### src/rtl/core/lz_window_decompressor_core_macros.svh
// Assertion macros for the LZ window decompressor core.
// Included by the top level; no other dependencies.
`ifndef LZ_WINDOW_DECOMPRESSOR_CORE_MACROS_SVH
`define LZ_WINDOW_DECOMPRESSOR_CORE_MACROS_SVH

`ifndef SYNTHESIS
// antecedent implies consequent in the same cycle
`define LZWD_ASSERT_IMPLY(lbl, clk, rst, ante, cons) \
   lbl: assert property (@(posedge clk) disable iff (rst) (ante) |-> (cons)) \
      else $error("lz_window_decompressor_core: assertion failed");
// antecedent implies consequent in the next cycle
`define LZWD_ASSERT_NEXT(lbl, clk, rst, ante, cons) \
   lbl: assert property (@(posedge clk) disable iff (rst) (ante) |=> (cons)) \
      else $error("lz_window_decompressor_core: assertion failed");
`else
`define LZWD_ASSERT_IMPLY(lbl, clk, rst, ante, cons)
`define LZWD_ASSERT_NEXT(lbl, clk, rst, ante, cons)
`endif

`endif

### src/rtl/core/lzwd_pkg.sv
// Shared types and constants of the LZ window decompressor core.
// No dependencies.
package lzwd_pkg;

   localparam int WINDOW_DEPTH = 4096;
   localparam int WIN_AW       = $clog2(WINDOW_DEPTH);
   localparam int SIZE_W       = 24;
   localparam int LEN_W        = 5;
   localparam int MIN_LEN      = 3;
   localparam int CMD_DEPTH    = 2;
   localparam int RSP_DEPTH    = 4;
   localparam int RSP_PTR_W    = $clog2(RSP_DEPTH);
   localparam int RSP_CNT_W    = $clog2(RSP_DEPTH + 1);
   localparam int CSR_DATA_W   = 32;
   localparam int CSR_ADDR_W   = 3;

   // register index, taken from the word address bit
   localparam logic REG_OUTPUT_SIZE = 1'b0;

   typedef struct packed {
      logic        is_literal;
      logic [7:0]  literal_byte;
      logic [15:0] reference_word;
   } req_type;

   typedef struct packed {
      logic [7:0] out_byte;
      logic       last_of_run;
      logic       all_done;
   } rsp_type;

   // decoded token handed from front to back
   typedef struct packed {
      logic              is_literal;
      logic [7:0]        literal_byte;
      logic [LEN_W-1:0]  length;
      logic [WIN_AW-1:0] distance;   // distance mod window depth
   } cmd_type;

   typedef enum logic {
      BE_IDLE,
      BE_COPY
   } be_state_type;

endpackage

### src/rtl/core/lzwd_rsp_fifo.sv
// Result queue between the back end and the result ports.
// Depends on lzwd_pkg.
module lzwd_rsp_fifo (
   input  logic                          clock,
   input  logic                          reset,
   input  logic                          push,
   input  lzwd_pkg::rsp_type             push_data,
   input  logic                          rsp_pop,
   output logic                          rsp_empty,
   output lzwd_pkg::rsp_type             rsp_data,
   output logic [lzwd_pkg::RSP_CNT_W-1:0] count
);
   import lzwd_pkg::*;

   rsp_type              queue_ff [RSP_DEPTH];
   logic [RSP_PTR_W-1:0] wr_ptr_ff, wr_ptr_in;
   logic [RSP_PTR_W-1:0] rd_ptr_ff, rd_ptr_in;
   logic [RSP_CNT_W-1:0] count_ff, count_in;
   logic                 pop_ok;

   assign rsp_empty = (count_ff == '0);
   assign pop_ok    = rsp_pop && !rsp_empty;
   assign rsp_data  = queue_ff[rd_ptr_ff];
   assign count     = count_ff;

   // back end only pushes when a slot is reserved
   always_comb begin
      wr_ptr_in = push ? wr_ptr_ff + RSP_PTR_W'(1) : wr_ptr_ff;
      rd_ptr_in = pop_ok ? rd_ptr_ff + RSP_PTR_W'(1) : rd_ptr_ff;
      count_in  = count_ff;
      if (push && !pop_ok) begin
         count_in = count_ff + RSP_CNT_W'(1);
      end else if (pop_ok && !push) begin
         count_in = count_ff - RSP_CNT_W'(1);
      end
   end

   always_ff @(posedge clock) begin
      if (reset) begin
         wr_ptr_ff <= '0;
         rd_ptr_ff <= '0;
         count_ff  <= '0;
      end else begin
         wr_ptr_ff <= wr_ptr_in;
         rd_ptr_ff <= rd_ptr_in;
         count_ff  <= count_in;
      end
   end

   always_ff @(posedge clock) begin
      if (push) begin
         queue_ff[wr_ptr_ff] <= push_data;
      end
   end

endmodule

### config.mk
export PLATFORM = sky130hd
export DESIGN_NAME = lzwd_rsp_fifo
export DESIGN_NICKNAME = d
export VERILOG_FILES = /design/src/rtl/core/lz_window_decompressor_core_macros.svh /design/src/rtl/core/lzwd_pkg.sv /design/src/rtl/core/lzwd_rsp_fifo.sv
export SDC_FILE = /design/constraint.sdc
export NUM_CORES = 1
export LEC_CHECK = 0
export BUFFER_PORTS_ARGS = -buffer_cell sky130_fd_sc_hd__buf_2
export CORE_MARGIN = 2
export CORE_UTILIZATION = 55
export DETAILED_ROUTE_END_ITERATION = 6
export GPL_TIMING_DRIVEN = 0
export HOLD_SLACK_MARGIN = 0.1
export PLACE_DENSITY = 0.77
export SYNTH_ARGS = -nofsm -noshare
export SYNTH_HDL_FRONTEND = slang
export SYNTH_SLANG_ARGS = --single-unit
### constraint.sdc
create_clock -name clock -period 2.4 [get_ports clock]
set_input_delay 0.24 -clock clock [delete_from_list [all_inputs] [get_ports clock]]
set_output_delay 0.24 -clock clock [all_outputs]
set_load 0.05 [all_outputs]
* Yosys cells after proc, flatten, opt, wreduce, memory -nomap -nowiden *
Memory sizes are Yosys's and may differ from the RTL's. A register that Yosys moved wholly into a read port is not among the register bits.
Index checks and enable logic that the tools add are counted.

word-level totals
  register bits after elaboration = 7
  bits in writable memories = 40
  bits of input ports = 14
  memories = 1

cells by class
  add/subtract/negate cells = 4
  mux-type cells = 6
  reduce and logical (&&, ||, !) cells = 8

memory list
  name      words  width  read ports  clocked after Yosys merged registers in  write ports  RTL line             text
  queue_ff  4      10     1           1                                        1            lzwd_rsp_fifo.sv:15  rsp_type queue_ff [RSP_DEPTH];

operator list
  cell                 number
  $mux 3               2
  $add 2x1->2 const B  2
  $mux 2               2
  $add 3x1->3 const B  1
  $logic_and 1x1->1    3
  $logic_not 1->1      3
  $logic_not 3->1      1
  $sub 3x1->3 const B  1
  $mux 1               2
  $reduce_bool 2->1    1

* Logic depth before layout (Yosys ltp) *
Gate-level depths: netlist of run 1.

  depth in word-level cells = 6
  mapped depth = 7
  depth with buffers taken out = 7

* Least setup slack after synthesis of run 1 *
Ideal clock, no wire load.

  path kind = register -> register
  from = reg count_ff[1], in the netlist count[1]
  to = reg count_ff[2], in the netlist count[2]
  library setup time = 70 ps
  arrival = 2,054 ps
  path slack = 276 ps
  cell stages (with the launch flop) = 8
  period minus slack after synthesis = 2,124 ps
  cells stage by stage = dfxtp_1 > o31ai_4 > ha_1 > inv_1 > fa_1 > xor2_1 > or3_1 > a21oi_1

on the way
  word-level cells in the longest chain between the ends = 6

ends and longest elaborated chain
  element                                              RTL line             text
  start: declaration                                   lzwd_rsp_fifo.sv:18  logic [RSP_CNT_W-1:0] count_ff, count_in;
  start signal: assignment                             lzwd_rsp_fifo.sv:46  count_ff <= count_in;
  branches (longest 6 deep; another with $sub 3x1->3)  --

Several ways; the timed one is not identified. The select of a mux whose other input is x is not followed.
A chain may end at the register's enable or synchronous reset.

* Final worst setup path of run 1 *
Ends and elaborated chain as after synthesis.

==> results of run 1 <==
-- timing repair --
action	4_1_cts	5_1_grt
hold buffers	10	0
endpoints found under the setup margin	0	0
endpoints found under the hold margin	40	0
buffers inserted	0	0
gates resized for setup	0	0
-- cell usage in the layout (no fill, tap or decap), types with 2 or more instances in the layout --
| master | n |
|---|---|
| mux2i_1 | 2 |
| clkbuf_4 | 5 |
| buf_2 | 26 |
| nor2_1 | 7 |
| ha_1 | 5 |
| mux4_2 | 10 |
| and2_1 | 4 |
| dlygate4sd3_1 | 10 |
| inv_1 | 3 |
| dfxtp_1 | 9 |
| edfxtp_1 | 40 |
| xor2_1 | 4 |
-- stage by stage --
stage,util (%),cells,worst slack [ns],power [mW],cell area (um2)
2_1_floorplan,-,95,0.276,1.74,1890
3_3_place_gp,62.7,167,0.447,1.89,2070
3_5_place_dp,62.7,167,0.385,1.90,2070
4_1_cts,68.4,185,0.346,2.40,2260
5_1_grt,68.4,185,0.240,2.49,2260
6_report,68.4,185,0.368,2.38,2260
-- flip-flops by register name, summed over array words and instances, names as in the netlist, named ones only --
| register | count |
|---|---|
| rd_ptr_ff | 2 |
| wr_ptr_ff | 2 |
| queue_ff | 40 |
| count | 3 |
-- cells in the mapped netlist --
master    count  area, um2
a21oi_1       1       5.00
and2_1        4       25.0
buf_6         1       11.3
clkbuf_1      1       3.75
clkbuf_2      1       5.00
dfxtp_1       9        180
edfxtp_1     40       1200
fa_1          1       20.0
ha_1          5       62.6
inv_1         3       11.3
mux2i_1       2       20.0
mux4_2       10        225
nor2_1        7       26.3
nor3_1        1       5.00
o21ai_0       1       5.00
o311ai_1      1       8.76
o31ai_4       1       21.3
or3_1         1       6.26
xnor2_1       1       8.76
xor2_1        4       35.0
-- worst paths after layout --
path	endpoint	slack, ns	cells after the start
hold reg to reg	rd_ptr_ff[0]	0.56	2
setup reg to reg	count[2]	0.37	7
setup / recovery	count[2]	0.37	7
hold / removal	count[1]	0.22	2
-- cell type report --
| cell class | count | area share [%] |
|---|---|---|
| Sequential cell | 49 | 61.0 |
| Multi-Input combinational cell | 40 | 21.0 |
| Timing Repair Buffer | 36 | 10.2 |
| Tap cell | 46 | 2.54 |
| Clock buffer | 6 | 2.27 |
| Clock inverter | 2 | 1.66 |
| Buffer | 3 | 0.884 |
| Inverter | 3 | 0.498 |
-- cell families after synthesis --
kind of cell | after synthesis | synth area share (%)
buffers and inverters | 6 | 1.66
xor gates and xnor gates | 5 | 2.32
and+or+nand+nor | 13 | 3.32
muxes | 12 | 13.0
adders and majority gates | 6 | 4.38
DFF | 49 | 73.2
AOI/OAI and AO/OA | 4 | 2.12
-- worst max-delay path: stages, from the launching register on --
cell and delay [ns]:
dfxtp_1 0.41, o31ai_4 0.29, ha_1 0.22, inv_1 0.06, fa_1 0.38, xor2_1 0.16, or3_1 0.31, a21oi_1 0.14
-- metal layers --
layer  wire [um]  part of all wire, %
met3         146                  5.4
met5           0                    0
met4          46                  1.7
met2        1410                   52
met1        1090                   40
-- power breakdown --
part	internal, mW	total [mW]	leakage (nW)	switching [mW]
registers	0.996	1.05	0.441	0.0584
clock network	0.248	0.491	0.0445	0.244
logic	0.287	0.832	0.334	0.545
==> metrics.md, run 1 <==
| Metric | Value |
|---|---|
| Outcome | completed |
| Register area share after synthesis | 73.2% |
| WL/cell | 14.6 um |
| Clock Latency Late Sink | 0.36 ns |
| Fin crit share | 84.7% |
| CP endpoint kind | flip-flop |
| Multi-input gate area | 474 um2 |
| GRT overflow | 0 |
| GR peak layer | met2 |
| Vias per cell | 5.12 |
| R2r startpoint | count[1] |
| Post-Synthesis Cells | 95 |
| Vias in the first global route | 1,012 |
| Relative slew slack | 63.3% |
| Worst min path class | in -> reg |
| Setup crit start | count[1] |
| Gpl congestion | 0.660 |
| Fin crit period | 2.03 ns |
| Grt met1 use | 19.3% |
| Fmax | 0.492 GHz |
| DIE HEIGHT | 62.6 um |
| Fin nets | 158 |
| Largest net degree at the start of global routing | 16 |
| Sink Count | 49 |
| Via count | 948 |
| Lkg Pwr | 0.820 nW |
| # fillers | 250 |
| CTS root buffer | clkbuf_4 |
| Clock transition at path regs | 0.13 ns |
| Pwr dens | 1050 mW/mm2 |
| Top-Level Pins | 28 |
| DRC | 0 |
| Maxcap violations | 0 |
| Die area | 0.00392 mm2 |
| GR Util All Layers | 16.3% |
| First-pass GRT wire length | 4.65 mm |
| DRT iter0 DRCs | 31 |
| Post-DP HPWL | 1.72 mm |
| WP data required | 2.69 ns |
| Rows | 21 |
| Syn-to-layout area delta | 20.0% |
| Tightest Pin Transition | 0.550 ns |
| 1st-pass router iterations | 4 |
| Chip Width | 62.6 um |
| DRT Wirelength | 2.69 mm |
| WHS | 0.217 ns |
| # diodes | 0 |
| RSZ-0062 raised after global routing | no |
| Hold_sp | reset |
| CP arrival | 2.33 ns |
| Final hold violation count | 0 |
| PortBufs | 26 |
| Avg Inst Size Synth | 19.9 um2 |
| Kind of critical path | reg -> reg |
| Clk buf depth | 2 |
| Setup_tns | 0 ns |
| Setup crit start kind | flip-flop |
| Post-Synthesis Cell Area | 0.00189 mm2 |
| Share of layout cells above drive strength 1 | 33.8% |
| Post-synthesis cell type count | 20 |
| Register area | 0.00138 mm2 |
| Crit path max fanout | 6 |
| Syn Nets | 115 |
| Routed Antenna Nets | 0 |
| Antenna violations before repair | 0 |
| Initial Utilization | 57.0% |
| GRT met2 Usage | 27.0% |
| H-tree Lvls | 2 |
| Met3 Usage GRT | 5.41% |
| Slew Viols, Final | 0 |
| Synth warn | 0 |
| Clk_skew | 0.0164 ns |
| Core ar. | 0.00331 mm2 |
| CTS tree | yes |
| Setup violators final | 0 |
| Total CTS buffers | 5 |
| Worst vdd ir | 0.775 mV |
| Yosys reg bits | 49 |
Note: power is estimated with default switching activity, not from simulation.
==> inputs of run 2 (changes only) <==
- clock period: 2.4 -> 2.01 ns (I/O delays scaled with it)
==> run 2 against run 1 <==
Against the previous run: clock skew fell by 0.0040 ns; hold slack worse by 0.048 ns; sequential cell count did not move; die area unchanged; highest routed layer unchanged.
==> metrics.md, run 2 (synthesized netlist as in run 1, its figures left out) <==
| Metric | Value |
|---|---|
| Outcome | completed |
| H-tree Lvls | 2 |
| Setup violators final | 0 |
| Setup_tns | 0 ns |
| Slew Viols, Final | 0 |
| Clk_skew | 0.0124 ns |
| Clock transition at path regs | 0.13 ns |
| Total CTS buffers | 5 |
| Clock share of power | 23.1% |
| Final hold violation count | 0 |
| Relative slew slack | 64.6% |
| # diodes | 0 |
| Via count | 983 |
| Largest net degree at the start of global routing | 17 |
| Gpl congestion | 0.738 |
| First-pass GRT wire length | 4.91 mm |
| Lkg Pwr | 0.861 nW |
| GRT overflow | 0 |
| Vias per cell | 5.15 |
| DRT Wirelength | 3.01 mm |
| Fin crit period | 1.91 ns |
| Core ar. | 0.00331 mm2 |
| Post-DP HPWL | 1.92 mm |
| Antenna violations before repair | 0 |
| Share of layout cells above drive strength 1 | 40.0% |
| WL/cell | 15.8 um |
| CTS tree | yes |
| Clock Latency Late Sink | 0.37 ns |
| Initial Utilization | 57.0% |
| Pwr dens | 1290 mW/mm2 |
| Vias in the first global route | 1,055 |
| WP data required | 2.31 ns |
| Sw Ratio | 34.4% |
| CP arrival | 2.20 ns |
| Worst min path class | in -> reg |
| Top-Level Pins | 28 |
| Fin crit share | 94.8% |
| Combinational share of power | 35.3% |
| Chip Width | 62.6 um |
| Tightest Pin Transition | 0.531 ns |
| Syn-to-layout area delta | 24.1% |
| Largest register by flop count | queue_ff |
| DIE HEIGHT | 62.6 um |
| Sequential Power Share | 41.6% |
| Setup crit start kind | flip-flop |
| Worst vdd ir | 0.971 mV |
| Crit path max fanout | 4 |
| WHS | 0.169 ns |
| GR Util All Layers | 17.2% |
| Die area | 0.00392 mm2 |
| Clk buf depth | 2 |
| Maxcap violations | 0 |
| Max reg flops | 40 |
| Fmax | 0.525 GHz |
| CP endpoint kind | flip-flop |
| DRC | 0 |
| Rows | 21 |
| Commonest cells after routing, fill and taps aside | edfxtp_1 (40), buf_2 (26), mux4_2 (10), dlygate4sd3_1 (10), nor2_1 (7) |
| Sink Count | 49 |
| PortBufs | 26 |
| RSZ-0062 raised after global routing | no |
| Fin nets | 164 |
| CTS root buffer | clkbuf_4 |
| Commonest non-fill, non-tap cell in the layout | edfxtp_1 |
| 1st-pass router iterations | 4 |
| Int Pwr | 1.98 mW |
| Routed Antenna Nets | 0 |
| DRT iter0 DRCs | 40 |
| Kind of critical path | reg -> reg |
| P_sw | 1.04 mW |
## run 2: changes by cell type in the layout (fill, tap and decap cells not counted)
cell / change
bufinv_16: +1
ha_2: +1
dfxtp_4: +3
inv_6: +1
buf_4: +6
ha_1: -1
clkbuf_8: -1
fa_2: +1
fa_1: -1
clkinvlp_4: -1
dfxtp_1: -3
## run 2: metal layers
| layer | global-route usage [%] | wire (um) | vias up |
|---|---|---|---|
| met2 | 30.9 | 1630 | 27 |
| li1 | - | - | 465 |
| met1 | 19.0 | 1190 | 486 |
| met3 | 4.86 | 144 | 5 |
| met5 | 0 | 0 | - |
| met4 | 7.22 | 51 | 0 |
## run 2: final timing paths
path                              startpoint      endpoint  slack, ns  depth (start not counted)
worst max-delay path                count[2]      count[2]       0.10                          7
worst min-delay path                   reset  rd_ptr_ff[0]       0.17                          2
worst max register to register      count[2]      count[2]       0.10                          7
worst min register to register  rd_ptr_ff[0]  rd_ptr_ff[0]       0.55                          2
## run 2: metrics by stage
| step | utilization [%] | setup WS [ns] | instances | instance area [um2] | power (mW) |
|---|---|---|---|---|---|
| after global placement | 62.8 | 0.0899 | 167 | 2080 | 2.25 |
| after floorplan | - | 0.0313 | 95 | 1890 | 2.08 |
| after global routing | 70.7 | 0.0360 | 191 | 2340 | 3.15 |
| final | 70.7 | 0.104 | 191 | 2340 | 3.02 |
| after detailed placement | 62.8 | 0.0283 | 167 | 2080 | 2.28 |
| after CTS | 69.4 | 0.0135 | 186 | 2300 | 3.00 |
## run 2: final cells by class
type / count / area, um2
buffer: 3 / 20.0
clock buffer: 5 / 37.5
clock inverter: 3 / 68.8
fill: 244 / 968
inverter: 3 / 11.3
multi-input combinational: 40 / 479
sequential: 49 / 1390
tap: 46 / 57.6
timing repair buffer: 42 / 275
## run 2: power by group through the flow
stage / Clock, mW / Sequential [mW] / Combinational [mW]
3_3_place_gp: 0 / 1.28 / 0.974
6_report: 0.696 / 1.26 / 1.07
3_5_place_dp: 0 / 1.29 / 0.990
5_1_grt: 0.753 / 1.27 / 1.12
4_1_cts: 0.709 / 1.27 / 1.01
2_1_floorplan: 0 / 1.35 / 0.737
## run 2: worst max-delay path, stage by stage (launching register included)
cell,delay [ns]
dfxtp_4,0.38
o31ai_4,0.27
ha_2,0.22
inv_1,0.05
fa_2,0.33
xor2_1,0.15
or3_1,0.30
a21oi_1,0.14
## run 2: timing repair
action | in CTS | in global routing
pin swaps | 1 | 2
hold endpoints to repair | 40 | 0
buffers inserted | 1 | 5
gates resized for setup | 2 | 3
setup endpoints to repair | 1 | 1
hold buffers | 10 | 0
==> inputs of run 3 (changes only) <==
--- a/config.mk
+++ b/config.mk
@@ -14,2 +14,3 @@
 export PLACE_DENSITY = 0.77
+export SLEW_MARGIN = 10
 export SYNTH_ARGS = -nofsm -noshare
--- a/constraint.sdc
+++ b/constraint.sdc
@@ -3,2 +3,2 @@
 set_output_delay 0.201 -clock clock [all_outputs]
-set_load 0.05 [all_outputs]
+set_load 0.1 [all_outputs]
==> run 3 against run 2 <==
Against the previous run: register-to-register slack worse by 0.02 ns; utilization down 0.87 points; combinational power up 42%; clock skew up 0.0011 ns; global-route usage down 1.5 points; hold slack better by 0.029 ns.
==> metrics.md, run 3 (synthesized netlist as in run 1, its figures left out) <==
| Metric | Value |
|---|---|
| Total CTS buffers | 5 |
| Commonest non-fill, non-tap cell in the layout | edfxtp_1 |
| WP data required | 2.29 ns |
| CP endpoint kind | flip-flop |
| GR Util All Layers | 15.6% |
| Core ar. | 0.00331 mm2 |
| GRT overflow | 0 |
| Top-Level Pins | 28 |
| Sw Ratio | 44.0% |
| Core Util, Final | 69.9% |
| H-tree Lvls | 2 |
| Gpl congestion | 0.669 |
| Worst min path class | in -> reg |
| Crit path max fanout | 4 |
| Clock transition at path regs | 0.12 ns |
| DRC | 0 |
| Pwr dens | 1430 mW/mm2 |
| CTS root buffer | clkbuf_4 |
| Outcome | completed |
| Fin nets | 164 |
| First-pass GRT wire length | 4.47 mm |
| Die area | 0.00392 mm2 |
| Syn-to-layout area delta | 22.6% |
| Largest net degree at the start of global routing | 15 |
| Via count | 981 |
| Share of layout cells above drive strength 1 | 40.3% |
| Clock Latency Late Sink | 0.35 ns |
| Slowest CP cell | dfxtp_4 |
| DRT iter0 DRCs | 36 |
| Setup violators final | 0 |
| RSZ-0062 raised after global routing | no |
| 1st-pass router iterations | 4 |
| Clk_skew | 0.0135 ns |
| Relative slew slack | 64.6% |
| Kind of critical path | reg -> reg |
| Worst vdd ir | 0.925 mV |
| Post-DP HPWL | 1.75 mm |
| Chip Width | 62.6 um |
| Final hold violation count | 0 |
| Routed Antenna Nets | 0 |
| CTS tree | yes |
| Initial Utilization | 57.0% |
| CP arrival | 2.20 ns |
| Dpl cells | 167 |
| Largest register by flop count | queue_ff |
| Fin crit period | 1.92 ns |
| Post-Layout Cell Count | 190 |
| CP max stage delay | 0.38 ns |
| Sink Count | 49 |
| PortBufs | 26 |
| Vias per cell | 5.16 |
| Fmax | 0.520 GHz |
| Setup_tns | 0 ns |
| Lkg Pwr | 0.848 nW |
| Antenna violations before repair | 0 |
| Vias in the first global route | 974 |
| Critical Path, Cell by Cell | o31ai_4 > ha_2 > inv_1 > fa_2 > xor2_1 > or3_1 > a21oi_1 |
| WL/cell | 14.8 um |
| Int Pwr | 1.85 mW |
| Maxcap violations | 0 |
| DRT Wirelength | 2.82 mm |
| DIE HEIGHT | 62.6 um |
| Slew Viols, Final | 0 |
| Clk buf depth | 2 |
| Combinational share of power | 46.1% |
| Max reg flops | 40 |
| Clock share of power | 15.8% |
| Rows | 21 |
| # diodes | 0 |
| P_sw | 1.45 mW |
| Sequential Power Share | 38.1% |
| Fin crit share | 95.7% |
| Commonest cells after routing, fill and taps aside | edfxtp_1 (40), buf_2 (26), mux4_2 (10), dlygate4sd3_1 (10), nor2_1 (7) |
| Tightest Pin Transition | 0.531 ns |
| Setup crit start kind | flip-flop |
-- run 3: worst max-delay path, delay by kind of cell (launching register included) --
kind	cells	cell delay (ns)
AND/OR/NAND/NOR	1	0.31
adder cells (fa/ha/maj)	2	0.56
buffers and inverters	1	0.06
flip-flops	1	0.38
XOR/XNOR	1	0.15
AO/OA/AOI/OAI	2	0.39
-- run 3: cell type report --
class / instances / area (um2)
fill: 232 / 997
inverter: 3 / 11.3
multi-input combinational: 40 / 484
tap: 46 / 57.6
buffer: 3 / 20.0
clock buffer: 5 / 37.5
sequential: 49 / 1390
clock inverter: 2 / 35.0
timing repair buffer: 42 / 275
-- run 3: routing by layer --
layer / up-vias / routed length (um) / global-route usage (%)
li1: 466 / - / -
met1: 489 / 1210 / 19.4
met2: 24 / 1450 / 26.7
met3: 2 / 138 / 5.05
met4: 0 / 22 / 4.17
met5: - / 0 / 0
-- run 3: repair_timing --
action	in CTS	in global routing
setup buffers	1	5
gates resized for setup	1	1
gates cloned	0	0
hold endpoints to repair	40	0
pin swaps	1	2
hold buffers	10	0
endpoints found under the setup margin	1	1
-- run 3: worst paths after layout --
| check | startpoint | end | slack [ns] | depth (start not counted) |
|---|---|---|---|---|
| min reg2reg | rd_ptr_ff[1] | rd_ptr_ff[1] | 0.54 | 2 |
| min | reset | count[0] | 0.20 | 2 |
| max | count[2] | count[2] | 0.09 | 7 |
| max reg2reg | count[2] | count[2] | 0.09 | 7 |
-- run 3: per-stage QoR --
stage                     area [um2]  hold slack (ns)  power (mW)  setup slack [ns]
after floorplan                 1900            0.300        2.54           0.00380
after detailed placement        2090            0.419        2.73           0.00200
after CTS                       2270            0.186        3.28           0.00398
after global routing            2310            0.191        3.43          0.000347
after global placement          2090            0.410        2.71            0.0803
final                           2310            0.198        3.30            0.0873
-- run 3: power by group through the flow --
stage               combinational, mW  clock, mW  sequential (mW)
floorplan                        1.10          0             1.43
global placement                 1.42          0             1.29
detailed placement               1.44          0             1.30
CTS                              1.48      0.539             1.26
global route                     1.59      0.572             1.27
finish                           1.52      0.522             1.26
