--- config.mk ---
export PLATFORM = sky130hd
export DESIGN_NAME = lzwd_front
export DESIGN_NICKNAME = d
export VERILOG_FILES = /design/src/rtl/core/lz_window_decompressor_core_macros.svh /design/src/rtl/core/lzwd_pkg.sv /design/src/rtl/core/lzwd_front.sv
export SDC_FILE = /design/constraint.sdc
export NUM_CORES = 1
export LEC_CHECK = 0
export BUFFER_PORTS_ARGS = -buffer_cell sky130_fd_sc_hd__buf_2
export CAP_MARGIN = 20
export CORE_MARGIN = 2
export CORE_UTILIZATION = 40
export CTS_CLUSTER_SIZE = 25
export DETAILED_ROUTE_END_ITERATION = 7
export PLACE_DENSITY = 0.66
export SYNTH_ARGS = -nofsm -noshare
export SYNTH_HDL_FRONTEND = slang
export SYNTH_SLANG_ARGS = --single-unit
--- constraint.sdc ---
create_clock -name clock -period 2.6 [get_ports clock]
set_input_delay 0.52 -clock clock [delete_from_list [all_inputs] [get_ports clock]]
set_output_delay 0.52 -clock clock [all_outputs]
set_load 0.02 [all_outputs]
--- src/rtl/core/lz_window_decompressor_core_macros.svh ---
// Assertion macros for the LZ window decompressor core.
// Included by the top level; no other dependencies.
`ifndef LZ_WINDOW_DECOMPRESSOR_CORE_MACROS_SVH
`define LZ_WINDOW_DECOMPRESSOR_CORE_MACROS_SVH

`ifndef SYNTHESIS
// antecedent implies consequent in the same cycle
`define LZWD_ASSERT_IMPLY(lbl, clk, rst, ante, cons) \
   lbl: assert property (@(posedge clk) disable iff (rst) (ante) |-> (cons)) \
      else $error("lz_window_decompressor_core: assertion failed");
// antecedent implies consequent in the next cycle
`define LZWD_ASSERT_NEXT(lbl, clk, rst, ante, cons) \
   lbl: assert property (@(posedge clk) disable iff (rst) (ante) |=> (cons)) \
      else $error("lz_window_decompressor_core: assertion failed");
`else
`define LZWD_ASSERT_IMPLY(lbl, clk, rst, ante, cons)
`define LZWD_ASSERT_NEXT(lbl, clk, rst, ante, cons)
`endif

`endif

--- src/rtl/core/lzwd_pkg.sv ---
// Shared types and constants of the LZ window decompressor core.
// No dependencies.
package lzwd_pkg;

   localparam int WINDOW_DEPTH = 4096;
   localparam int WIN_AW       = $clog2(WINDOW_DEPTH);
   localparam int SIZE_W       = 24;
   localparam int LEN_W        = 5;
   localparam int MIN_LEN      = 3;
   localparam int CMD_DEPTH    = 2;
   localparam int RSP_DEPTH    = 4;
   localparam int RSP_PTR_W    = $clog2(RSP_DEPTH);
   localparam int RSP_CNT_W    = $clog2(RSP_DEPTH + 1);
   localparam int CSR_DATA_W   = 32;
   localparam int CSR_ADDR_W   = 3;

   // register index, taken from the word address bit
   localparam logic REG_OUTPUT_SIZE = 1'b0;

   typedef struct packed {
      logic        is_literal;
      logic [7:0]  literal_byte;
      logic [15:0] reference_word;
   } req_type;

   typedef struct packed {
      logic [7:0] out_byte;
      logic       last_of_run;
      logic       all_done;
   } rsp_type;

   // decoded token handed from front to back
   typedef struct packed {
      logic              is_literal;
      logic [7:0]        literal_byte;
      logic [LEN_W-1:0]  length;
      logic [WIN_AW-1:0] distance;   // distance mod window depth
   } cmd_type;

   typedef enum logic {
      BE_IDLE,
      BE_COPY
   } be_state_type;

endpackage

--- src/rtl/core/lzwd_front.sv ---
// Front end: decodes incoming tokens into commands and queues them.
// Depends on lzwd_pkg.
module lzwd_front (
   input  logic             clock,
   input  logic             reset,
   input  logic             req_push,
   output logic             req_full,
   input  lzwd_pkg::req_type req_data,
   input  logic             cmd_pop,
   output logic             cmd_empty,
   output lzwd_pkg::cmd_type cmd_data
);
   import lzwd_pkg::*;

   localparam int PTR_W = $clog2(CMD_DEPTH);
   localparam int CNT_W = $clog2(CMD_DEPTH + 1);

   cmd_type          queue_ff [CMD_DEPTH];
   logic [PTR_W-1:0] wr_ptr_ff, wr_ptr_in;
   logic [PTR_W-1:0] rd_ptr_ff, rd_ptr_in;
   logic [CNT_W-1:0] count_ff, count_in;
   cmd_type          decoded;
   logic             push_ok;
   logic             pop_ok;

   // token decode: length and distance from the reference word
   always_comb begin
      decoded.is_literal   = req_data.is_literal;
      decoded.literal_byte = req_data.literal_byte;
      decoded.length       = {1'b0, req_data.reference_word[15:12]} + LEN_W'(MIN_LEN);
      decoded.distance     = req_data.reference_word[WIN_AW-1:0] + WIN_AW'(1);
   end

   assign req_full  = (count_ff == CNT_W'(CMD_DEPTH));
   assign cmd_empty = (count_ff == '0);
   assign push_ok   = req_push && !req_full;
   assign pop_ok    = cmd_pop && !cmd_empty;
   assign cmd_data  = queue_ff[rd_ptr_ff];

   // queue pointers and fill level
   always_comb begin
      wr_ptr_in = push_ok ? wr_ptr_ff + PTR_W'(1) : wr_ptr_ff;
      rd_ptr_in = pop_ok ? rd_ptr_ff + PTR_W'(1) : rd_ptr_ff;
      count_in  = count_ff;
      if (push_ok && !pop_ok) begin
         count_in = count_ff + CNT_W'(1);
      end else if (pop_ok && !push_ok) begin
         count_in = count_ff - CNT_W'(1);
      end
   end

   always_ff @(posedge clock) begin
      if (reset) begin
         wr_ptr_ff <= '0;
         rd_ptr_ff <= '0;
         count_ff  <= '0;
      end else begin
         wr_ptr_ff <= wr_ptr_in;
         rd_ptr_ff <= rd_ptr_in;
         count_ff  <= count_in;
      end
   end

   always_ff @(posedge clock) begin
      if (push_ok) begin
         queue_ff[wr_ptr_ff] <= decoded;
      end
   end

endmodule

Word level (Yosys, flattened, before mapping)
Memories as Yosys holds them, arrays and structs flattened. A register that Yosys moved wholly into a read port is not among the register bits.
Cells that the tools add are included.
Widths: inputs -> output; s select.
{ "op_classes": {"addsub": 6, "eq_ne": 1, "muxes": 6, "reduce_logical": 10} }
{ "ops": {"columns": ["op", "n"], "rows": [
  ["$add 12x1->12 const B", 1],
  ["$add 4x2->5 const B", 1],
  ["$logic_and 1x1->1", 4],
  ["$logic_not 1->1", 4],
  ["$mux 1", 4],
  ["$mux 2", 2],
  ["$add 1x1->1 const B", 2],
  ["$add 2x1->2 const B", 1],
  ["$eq 2x2->1 const B", 1],
  ["$logic_not 2->1", 1],
  ["$reduce_bool 2->1", 1],
  ["$sub 2x1->2 const B", 1]
]} }
{ "word_totals": {"ff_bits": 4, "ram_bits": 52, "output_inout_bits": 28, "elab_cells": 27, "memories": 1} }
{ "memory_table": {"columns": ["name", "depth", "word_bits", "read_ports", "rd_ports_with_merged_regs", "write_ports", "line", "source"], "rows": [
  ["queue_ff", 2, 26, 1, 1, 1, "lzwd_front.sv:18", "cmd_type queue_ff [CMD_DEPTH];"]
]} }

Longest topological paths before layout
Gate-level depths: netlist of run 1.
{ "logic_depth": {"depth_word": 7, "mapped_depth": 6, "ltp_nobuf": 6} }

Worst setup path after synthesis of run 1
Ideal clock, no wire load.
{ "synth_path": {"path_type": "input port to flip-flop", "start": "input port req_push", "end": "memory queue_ff[0][0] in the netlist's numbering, enable pin", "setup_time_ns": 0.381, "arrival_ns": 1.444, "path_slack_ns": 0.775, "path_stages": 3, "path_cell_list": "inv_1 > or3_1 > inv_1"} }
{ "synth_via": {"elab_chain_cells": 3} }
{ "synth_rtl": {"columns": ["element", "line", "source"], "rows": [
  ["from (decl)", "lzwd_front.sv:6", "input logic req_push,"],
  ["$logic_and 1x1->1", "lzwd_front.sv:36", "assign push_ok = req_push && !req_full;"],
  ["$mux 1", "lzwd_front.sv:65", "if (push_ok) begin"],
  ["$mux 1 (implied by the code)", "lzwd_front.sv:66", "queue_ff[wr_ptr_ff] <= decoded;"],
  ["to (decl)", "lzwd_front.sv:18", null]
]} }
Every way passes these cells.

==> impl_results.md, run 1 <==
* Status: finished, final reports clean
* Max_cap viols at 0
* FF-to-FF setup slack at 1.01 ns
* Slowest cell delay on critical path at 0.59 ns
* Drt pass-1 iters at 7
* RSZ-0062 raised after global routing: false
* Routed len/inst at 13.9 um
* Crit path capture: cmd_data[6]
* Synth top area share at 67.0%
* GR Util met2 at 20.7%
* Gr usage total at 13.9%
* Fill cell count at 478
* Achievable Freq at 448 MHz
* Min cycle time layout at 2.23 ns
* DRC viols at 0
* Total CTS buffers at 9
* Final worst slack at 0.366 ns
* Hold Buf Count CTS at 0
* R2r startpoint: count_ff[0]
* Power Internal at 2030 uW
* Worst Setup End Kind: output port
* Clock Tree Buf Depth at 2
* Final setup viols at 0
* Die ar. at 6460 um2
* Cell Chain, Critical Path: buf_4 > mux2_2 > buf_2
* ANT cells at 0
* Dominant synthesized flop cell: edfxtp_1
* Setup tns final at 0 ns
* Max-slew violations at 0
* CTS tree: yes
* Warnings from Yosys at 0
* Share of layout cells above drive strength 1 at 47.9%
* Layout Nets at 240
* CP required at 2.08 ns
* Synthesized area at 2330 um2
* Fin Clk Skew at 0.00396 ns
* P_sw at 852 uW
* Chip height at 80.4 um
* Gpl congestion at 0.706
* Async set-reset flop share out of synthesis at 0%
* Iteration-0 DRC Markers at 75
* Setup WS pre-CTS at 0.706 ns
* Startpoint Class: flip-flop
* Post-DP HPWL at 2.69 mm
* Area of the core at 5570 um2
* Initial antenna violation count at 0
* Worst-Skew Late Latency at 0.33 ns
* Synth area leader: edfxtp_1
* Largest net degree at the start of global routing at 27
* Post-CTS setup buffers at 0
* Logic pwr share at 27.6%
* FP Rows at 27
* Vias per inst at 4.81
* Sequential power share at 42.6%
* Mean Syn Cell Area at 16.5 um2
* VDD IR-drop max at 0.000477 V
* Via count at 1,372
* Met1 usage at 17.0%
* Port Buffer Count at 56
* Final hold vios at 0
* H-tree Lvls at 3
* Critical path class: reg -> out
* FF+latch count, synth at 57
* GRT Max-Usage Layer: met2
* Grt ovf at 0
* Clk slew on worst S/H paths at 0.06 ns
* RR Endpoint: queue_ff[0][9]
* WP data arrival at 1.71 ns
* Post-synth EDFFs at 52
* Rel. slew slack at 70.4%
* Largest cells by area after synthesis: edfxtp_1 67%, mux2_2 13%, dfxtp_1 4.3%
* Sw Ratio at 29.6%
* Die width at 80.4 um
* Antenna-violating nets left at 0
* Library cells used by synthesis at 20
* Grt met3 use at 7.53%
* Slew @ Worst Pin at 0.443 ns
* Hold_ws at 0.378 ns
* Number of global-route vias before repair at 1,349
* Syn_nets at 173
* First-pass GRT wire length at 6.40 mm
* IO Pins at 57
* Reg2Reg Depth at 4
* Initial Util at 41.8%
* CTS Sinks at 57
* Area delta synth->final at 25.2%
* Clock power frac at 29.8%
* Worst Hold Class: in -> reg
* Post-Route WL at 3.97 mm
* Crit Path Max Fanout at 10
* Cts repair resizes at 0
* Synth top cells by count: 52 x edfxtp_1, 26 x mux2_2, 10 x xnor2_1
* Leakage power at 0.00114 uW
* WHS Path Cells at 1
* Hold Startpoint: req_data[20]
* Register area share after synthesis at 71.2%
* Fin crit share at 85.9%
* Pwr/cell area at 987 nW/um2
* Root buf cell: clkbuf_8
* Count leader, synth: edfxtp_1
* Worst path slowest cell: dfxtp_1
* Cell count after synthesis at 141
## cells in the final DEF (no fill, tap or decap), types with 3 or more instances in the layout
cell | netlist | layout
ha_1 | 3 | 3
edfxtp_1 | 52 | 52
buf_2 | 2 | 56
buf_4 | 2 | 4
o21ai_0 | 4 | 4
dfxtp_1 | 5 | 5
and3_1 | 3 | 3
clkbuf_8 | 0 | 9
xnor2_1 | 10 | 10
clkinv_2 | 0 | 3
nor2_1 | 6 | 6
xor2_1 | 5 | 5
inv_1 | 6 | 6
mux2_2 | 26 | 26
nand3_1 | 5 | 5
## power by group through the flow
stage | logic, uW | clock network [uW] | registers [uW]
2_1_floorplan | 581 | 0 | 1210
4_1_cts | 809 | 890 | 1230
6_report | 795 | 860 | 1230
5_1_grt | 867 | 940 | 1240
3_3_place_gp | 792 | 0 | 1250
3_5_place_dp | 806 | 0 | 1250
## worst max-delay path: cells and delay by family (launching register included)
kind                   cells  cell delay [ns]
flip-flops                 1             0.59
multiplexers               1             0.35
buffers and inverters      2             0.44
## metrics by stage
| step | cell area [um2] | util, % | std cells | power (uW) |
|---|---|---|---|---|
| final | 2920 | 52.4 | 285 | 2880 |
| after global routing | 2920 | 52.4 | 285 | 3050 |
| after CTS | 2920 | 52.4 | 285 | 2930 |
| after detailed placement | 2710 | 48.6 | 269 | 2050 |
| after global placement | 2710 | 48.6 | 269 | 2040 |
| after floorplan | 2330 | - | 141 | 1790 |
## flip-flops by register name, indices dropped and copies added, names as in the netlist, named ones only
register and flops:
queue_ff 52, wr_ptr_ff 1, rd_ptr_ff 1, count_ff 2
## routing by layer
metal | up-vias | wire length, um
li1 | 661 | -
met1 | 652 | 1820
met2 | 57 | 1800
met3 | 2 | 340
met4 | 0 | 14
met5 | - | 0
## cell families after synthesis
kind of cell    synth area share, %
mux                            12.6
compound gates                 1.29
fa+ha+maj                      1.61
simple gates                   5.63
xor+xnor                       5.63
buf+inv                        2.04
flops                          71.2
## worst min-delay path by stage
stage	end	slack (ns)
2_1_floorplan	wr_ptr_ff	0.45
3_3_place_gp	wr_ptr_ff	0.47
3_5_place_dp	wr_ptr_ff	0.49
4_1_cts	queue_ff[0][21]	0.35
5_1_grt	queue_ff[1][21]	0.34
6_report	queue_ff[0][21]	0.38
## layout make-up
type,count,area (um2),share of cell area (%)
flip-flops and latches,57,1660,56.9
multi-input cells,74,623,21.3
repair buffers,60,310,10.6
clock buffers,10,128,4.37
well taps,72,90.1,3.09
clock inverters,6,83.8,2.87
inverters,6,22.5,0.772
Note: power is estimated with default switching activity, not from simulation.
==> run 2: changes to the inputs <==
--- a/config.mk
+++ b/config.mk
@@ -5,13 +5,13 @@
 export SDC_FILE = /design/constraint.sdc
 export NUM_CORES = 1
 export LEC_CHECK = 0
+export ABC_AREA = 1
 export BUFFER_PORTS_ARGS = -buffer_cell sky130_fd_sc_hd__buf_2
 export CAP_MARGIN = 20
-export CORE_MARGIN = 2
 export CORE_UTILIZATION = 40
 export CTS_CLUSTER_SIZE = 25
 export DETAILED_ROUTE_END_ITERATION = 7
-export PLACE_DENSITY = 0.66
+export PLACE_DENSITY = 0.65
 export SYNTH_ARGS = -nofsm -noshare
 export SYNTH_HDL_FRONTEND = slang
 export SYNTH_SLANG_ARGS = --single-unit
==> run 2 against run 1 <==
Global-route usage increased by 0.51 points. Combinational power grew 6.4%. Via count increased by 9.6%. Clock power down 2.4%. Largest cell class unchanged. Total power grew 0.87%.
==> impl_results.md, run 2 <==
* Synthesized area at 2580 um2 (was 2330 um2)
* Count leader, synth: edfxtp_1 (unchanged)
* CP required at 2.08 ns (about the same)
* Slew @ Worst Pin at 0.366 ns (was 0.443 ns)
* Cell Count, Final, Fillers Out at 324 (was 285)
* Crit Path Max Fanout at 14 (was 10)
* Most frequent cells in the layout: 56 x buf_2, 52 x edfxtp_1, 21 x nand2_1, 20 x mux2_4, 14 x inv_1 (was 56 x buf_2, 52 x edfxtp_1, 26 x mux2_2, 10 x xnor2_1, 9 x clkbuf_8)
* DRC viols at 0 (unchanged)
* Worst Setup End Kind: output port (unchanged)
* FF-to-FF setup slack at 1.14 ns (was 1.01 ns)
* Synth top area share at 60.6% (was 67.0%)
* Layout Nets at 276 (was 240)
* CTS Sinks at 57 (unchanged)
* Area of the core at 6060 um2 (was 5570 um2)
* Main combinational cell family by area after synthesis: multiplexers (unchanged)
* Leading registers by flop count: queue_ff x52, count_ff x2 (unchanged)
* Initial antenna violation count at 0 (unchanged)
* Max-slew violations at 0 (unchanged)
* Warnings from Yosys at 0 (unchanged)
* Die ar. at 6770 um2 (was 6460 um2)
* Hold_ws at 0.381 ns (was 0.378 ns)
* Synth area leader: edfxtp_1 (unchanged)
* Synth top cells by count: 52 x edfxtp_1, 21 x nand2_1, 20 x mux2_4 (was 52 x edfxtp_1, 26 x mux2_2, 10 x xnor2_1)
* Register area share after synthesis at 64.4% (was 71.2%)
* Status: finished, final reports clean (unchanged)
* Gpl congestion at 0.819 (was 0.706)
* Sw Ratio at 29.8% (was 29.6%)
* Pwr/cell area at 926 nW/um2 (was 987 nW/um2)
* Final worst slack at 0.621 ns (was 0.366 ns)
* Initial Util at 42.5% (was 41.8%)
* Clock power frac at 28.9% (was 29.8%)
* Area delta synth->final at 21.7% (was 25.2%)
* Top reg by flops: queue_ff (unchanged)
* Rel. slew slack at 75.6% (was 70.4%)
* Sequential power share at 42.1% (was 42.6%)
* Clock Tree Buf Depth at 2 (unchanged)
* Post-CTS setup buffers at 0 (unchanged)
* Max reg flops at 52 (unchanged)
* Fin Clk Skew at 0.00901 ns (was 0.00396 ns)
* CTS tree: yes (unchanged)
* Drt pass-1 iters at 4 (was 7)
* Routed len/inst at 13.2 um (was 13.9 um)
* Vias per inst at 4.64 (was 4.81)
* Syn_nets at 209 (was 173)
* Max_cap viols at 0 (unchanged)
* Largest net degree at the start of global routing at 27 (unchanged)
* Achievable Freq at 505 MHz (was 448 MHz)
* Die width at 82.3 um (was 80.4 um)
* Leakage power at 0.00130 uW (was 0.00114 uW)
* Number of global-route vias before repair at 1,493 (was 1,349)
* Async set-reset flop share out of synthesis at 0% (unchanged)
* First-pass GRT wire length at 6.73 mm (was 6.40 mm)
* Post-synth EDFFs at 52 (unchanged)
* Most common cell after layout, fill and taps aside: buf_2 (unchanged)
* ANT cells at 0 (unchanged)
* Cts repair resizes at 0 (unchanged)
* Worst Hold Class: in -> reg (unchanged)
* Library cells used by synthesis at 25 (was 20)
* Share of layout cells above drive strength 1 at 47.4% (was 47.9%)
* Synthesized-area fraction occupied by adder cells at 1.46% (was 1.61%)
* Setup WS pre-CTS at 0.963 ns (was 0.706 ns)
* Power Internal at 2040 uW (was 2030 uW)
* Logic pwr share at 29.1% (was 27.6%)
* Root buf cell: clkbuf_8 (unchanged)
* Iteration-0 DRC Markers at 69 (was 75)
* Post-Synth XOR/XNOR Area at 3.30% (was 5.63%)
* Dominant synthesized flop cell: edfxtp_1 (unchanged)
* VDD IR-drop max at 0.000422 V (was 0.000477 V)
* Gr usage total at 14.4% (was 13.9%)
* Final hold vios at 0 (unchanged)
* FF+latch count, synth at 57 (unchanged)
* Cell count after synthesis at 177 (was 141)
* Critical path class: reg -> out (unchanged)
* H-tree Lvls at 3 (unchanged)
* RSZ-0062 raised after global routing: false (unchanged)
* Antenna-violating nets left at 0 (unchanged)
* Total CTS buffers at 9 (unchanged)
* IO Pins at 57 (unchanged)
* FP Rows at 28 (was 27)
* Chip height at 82.3 um (was 80.4 um)
* Largest cells by area after synthesis: edfxtp_1 61%, mux2_4 12%, dfxtp_1 3.9% (was edfxtp_1 67%, mux2_2 13%, dfxtp_1 4.3%)
* Post-Route WL at 4.29 mm (was 3.97 mm)
* Startpoint Class: flip-flop (unchanged)
* Post-DP HPWL at 3.00 mm (was 2.69 mm)
* Fin crit share at 76.1% (was 85.9%)
* Simple-Gate Fraction of Synth Area at 10.1% (was 5.63%)
* Clk slew on worst S/H paths at 0.06 ns (about the same)
* Min cycle time layout at 1.98 ns (was 2.23 ns)
* Hold Buf Count CTS at 0 (unchanged)
* PnR Total Power at 2910 uW (was 2880 uW)
* Synth Area in Compound Gates at 1.65% (was 1.29%)
* WP data arrival at 1.46 ns (was 1.71 ns)
* Worst-Skew Late Latency at 0.33 ns (about the same)
* Via count at 1,504 (was 1,372)
* Port Buffer Count at 56 (unchanged)
* Inst Count DP at 308 (was 269)
* P_sw at 866 uW (was 852 uW)
* Mux contribution to synthesized area at 14.3% (was 12.6%)
* Mean Syn Cell Area at 14.6 um2 (was 16.5 um2)
* Setup tns final at 0 ns (unchanged)
* Final setup viols at 0 (unchanged)
* Grt ovf at 0 (unchanged)
## run 2: cell count changes after synthesis, sizes merged, moves of 3 or more
| cell | previous run | this run |
|---|---|---|
| and3 | 3 | 0 |
| inv | 6 | 18 |
| nand2 | 2 | 25 |
| nand4 | 2 | 5 |
| nor2 | 6 | 17 |
| xnor2 | 10 | 6 |
| xor2 | 5 | 2 |
## run 2: cell type report
class / instances / area [um2]
multi-input cells: 98 / 798
well taps: 75 / 93.8
flip-flops and latches: 57 / 1660
fillers: 548 / 2920
clock inverters: 3 / 38.8
clock buffers: 13 / 169
inverters: 18 / 67.6
repair buffers: 60 / 310
## run 2: worst max-delay path, stage by stage, from the launching register on
cell	delay, ns
dfxtp_1	0.33
buf_4	0.27
mux2_2	0.38
buf_2	0.16
## run 2: metal layers
layer	global-route usage [%]	up-vias	wire, um
met1	15.9	681	1850
met3	4.95	12	316
met4	10.0	0	123
met2	23.2	54	1990
li1	-	757	-
met5	0	-	0
## run 2: worst paths after layout
path | start | end | depth (start not counted)
worst max-delay path | flip-flop | cmd_data[1] | 3
worst min-delay path | req_data[17] | queue_ff[1][18] | 1
worst max register to register | count_ff[1] | count_ff[1] | 9
worst min register to register | wr_ptr_ff | wr_ptr_ff | 2
## run 2: kinds of logic after synthesis
kind of cell,after synthesis
AND/OR/NAND/NOR,54
flip-flops,57
adder cells (fa/ha/maj),3
XOR/XNOR,8
buffers and inverters,22
multiplexers,26
AO/OA/AOI/OAI,7
## run 2: per-stage QoR
stage | cell area (um2) | utilization, %
2_1_floorplan | 2580 | -
3_3_place_gp | 2930 | 48.4
3_5_place_dp | 2930 | 48.4
4_1_cts | 3140 | 51.8
5_1_grt | 3140 | 51.8
6_report | 3140 | 51.8
## run 2: power by group through the flow
stage	logic, uW	registers [uW]	clock network, uW
after CTS	859	1230	867
after detailed placement	857	1240	0
final	846	1220	839
after global placement	846	1240	0
after global routing	923	1240	901
after floorplan	657	1230	0
==> run 3: changes to the inputs <==
==> constraint.sdc (replaced) <==
create_clock -name clock -period 2.05 [get_ports clock]
set_input_delay 0.41 -clock clock [delete_from_list [all_inputs] [get_ports clock]]
set_output_delay 0.41 -clock clock [all_outputs]
set_load 0.02 [all_outputs]
==> run 3 against run 2 <==
Global-route usage fell by 0.22 points. Largest power group unchanged. Highest routed layer unchanged. First-iteration DRC count decreased by 57%. Clock skew is 0.0065 ns lower. Non-clock buffer count did not move.
==> impl_results.md, run 3 (synthesis results as in run 2) <==
* Drt pass-1 iters at 4 (unchanged)
* R2r startpoint: count_ff[1] (unchanged)
* RR Endpoint: count_ff[1] (unchanged)
* Final hold vios at 0 (unchanged)
* Grt ovf at 0 (unchanged)
* WP data arrival at 1.44 ns (was 1.46 ns)
* Worst path slowest cell: mux2_2 (unchanged)
* Leakage power at 0.00127 uW (was 0.00130 uW)
* Area delta synth->final at 19.4% (was 21.7%)
* Inst Count DP at 308 (unchanged)
* Startpoint Class: flip-flop (unchanged)
* Slowest cell delay on critical path at 0.36 ns (was 0.38 ns)
* Area of the core at 6060 um2 (unchanged)
* Antenna-violating nets left at 0 (unchanged)
* Leading registers by flop count: queue_ff x52, count_ff x2 (unchanged)
* Routed len/inst at 13.4 um (was 13.2 um)
* Critical path class: reg -> out (unchanged)
* PnR Total Power at 3440 uW (was 2910 uW)
* Hold Buf Count CTS at 0 (unchanged)
* Largest net degree at the start of global routing at 27 (unchanged)
* H-tree Lvls at 3 (unchanged)
* Total CTS buffers at 9 (unchanged)
* Min cycle time layout at 1.85 ns
* Cell Chain, Critical Path: buf_4 > mux2_2 > buf_2 (unchanged)
* Fill cell count at 569 (was 548)
* Reg area at 1660 um2 (unchanged)
* DRC viols at 0 (unchanged)
* Worst Setup End Kind: output port (unchanged)
* Hold Startpoint: req_data[17] (unchanged)
* Cell Count, Final, Fillers Out at 323 (was 324)
* Gpl congestion at 0.810 (was 0.819)
* Max reg flops at 52 (unchanged)
* Fin Clk Skew at 0.00253 ns (was 0.00901 ns)
* Layout Nets at 276 (unchanged)
* Rel. slew slack at 75.8% (was 75.6%)
* WHS Path Cells at 1 (unchanged)
* Clk slew on worst S/H paths at 0.06 ns (about the same)
* Reg2Reg Depth at 8 (was 9)
* Multi-input logic area at 798 um2 (unchanged)
* Worst-Skew Late Latency at 0.32 ns (was 0.33 ns)
* Worst Hold Class: in -> reg (unchanged)
* FF-to-FF setup slack at 0.56 ns (was 1.14 ns)
* Most common cell after layout, fill and taps aside: buf_2 (unchanged)
* CTS tree: yes (unchanged)
* Crit path buf inv count at 2 (unchanged)
* First-pass GRT wire length at 6.62 mm (was 6.73 mm)
* Most frequent cells in the layout: 56 x buf_2, 52 x edfxtp_1, 21 x nand2_1, 20 x mux2_4, 14 x inv_1 (unchanged)
* VDD IR-drop max at 0.000488 V (was 0.000422 V)
* Chip height at 82.3 um (unchanged)
* DP Area at 2930 um2 (unchanged)
* Post-DP HPWL at 3.04 mm (was 3.00 mm)
* Gr usage total at 14.2% (was 14.4%)
* Hold Path Sink: queue_ff[1][18] (unchanged)
* Root buf cell: clkbuf_8 (unchanged)
* Achievable Freq at 542 MHz
* Vias per inst at 4.67 (was 4.64)
* Layout Utilization at 50.8% (was 51.8%)
* Finished Cell Area at 3080 um2 (was 3140 um2)
* Slew @ Worst Pin at 0.362 ns (was 0.366 ns)
* IO Pins at 57 (unchanged)
* Pwr/cell area at 1120 nW/um2 (was 926 nW/um2)
* FP Rows at 28 (unchanged)
* Final setup viols at 0 (unchanged)
* Via count at 1,508 (was 1,504)
* Share of layout cells above drive strength 1 at 45.6% (was 47.4%)
* Top reg by flops: queue_ff (unchanged)
* Die ar. at 6770 um2 (unchanged)
* Post-CTS setup buffers at 0 (unchanged)
* RSZ-0062 raised after global routing: false (unchanged)
* Clock Tree Buf Depth at 2 (unchanged)
* CP top delay family: buffers and inverters (unchanged)
* Initial antenna violation count at 0 (unchanged)
* Number of global-route vias before repair at 1,477 (was 1,493)
* Status: finished, final reports clean (unchanged)
* Crit Path Max Fanout at 14 (unchanged)
* Die width at 82.3 um (unchanged)
* Max-slew violations at 0 (unchanged)
* Post-Route WL at 4.33 mm (was 4.29 mm)
* ANT cells at 0 (unchanged)
* CTS Sinks at 57 (unchanged)
* Initial Util at 42.5% (unchanged)
* Fin crit share at 90.1%
* Max_cap viols at 0 (unchanged)
* CP required at 1.64 ns (was 2.08 ns)
* Cts repair resizes at 0 (unchanged)
* Port Buffer Count at 56 (unchanged)
* Iteration-0 DRC Markers at 30 (was 69)
-- run 3: layer usage --
layer	vias to the layer above	global-route usage, %	share of wire, %
met2	51	23.1	48
met3	6	5.27	6.9
met5	-	0	0
li1	753	-	-
met1	698	15.3	43
met4	0	9.47	1.8
-- run 3: power by group --
part	internal (uW)	total, uW	switching, uW
clock	430	812	383
combinational	453	1070	620
sequential	1480	1550	67.9
total	2370	3440	1070
-- run 3: cell type report --
type / count / area share [%]
Inverter: 18 / 2.20
Multi-Input combinational cell: 98 / 25.9
Sequential cell: 57 / 54.0
Clock buffer: 14 / 4.63
Tap cell: 75 / 3.05
Timing Repair Buffer: 60 / 10.1
Clock inverter: 1 / 0.122
-- run 3: per-stage QoR --
step / hold slack, ns / worst slack [ns] / setup TNS, ns
detailed placement: 0.519 / 0.543 / 0
global placement: 0.502 / 0.529 / 0
floorplan: 0.474 / -0.0164 / -0.854
global route: 0.258 / 0.123 / 0
finish: 0.276 / 0.204 / 0
CTS: 0.249 / 0.164 / 0
-- run 3: worst max-delay path by stage --
stage | cells past startpoint | slack [ns] | from | end
2_1_floorplan | 2 | -0.02 | count_ff[0] | queue_ff[1][0]
3_3_place_gp | 3 | 0.53 | flip-flop | cmd_data[1]
3_5_place_dp | 3 | 0.54 | flip-flop | cmd_data[3]
4_1_cts | 3 | 0.16 | flip-flop | cmd_data[3]
5_1_grt | 3 | 0.12 | flip-flop | cmd_data[3]
6_report | 3 | 0.20 | flip-flop | cmd_data[3]
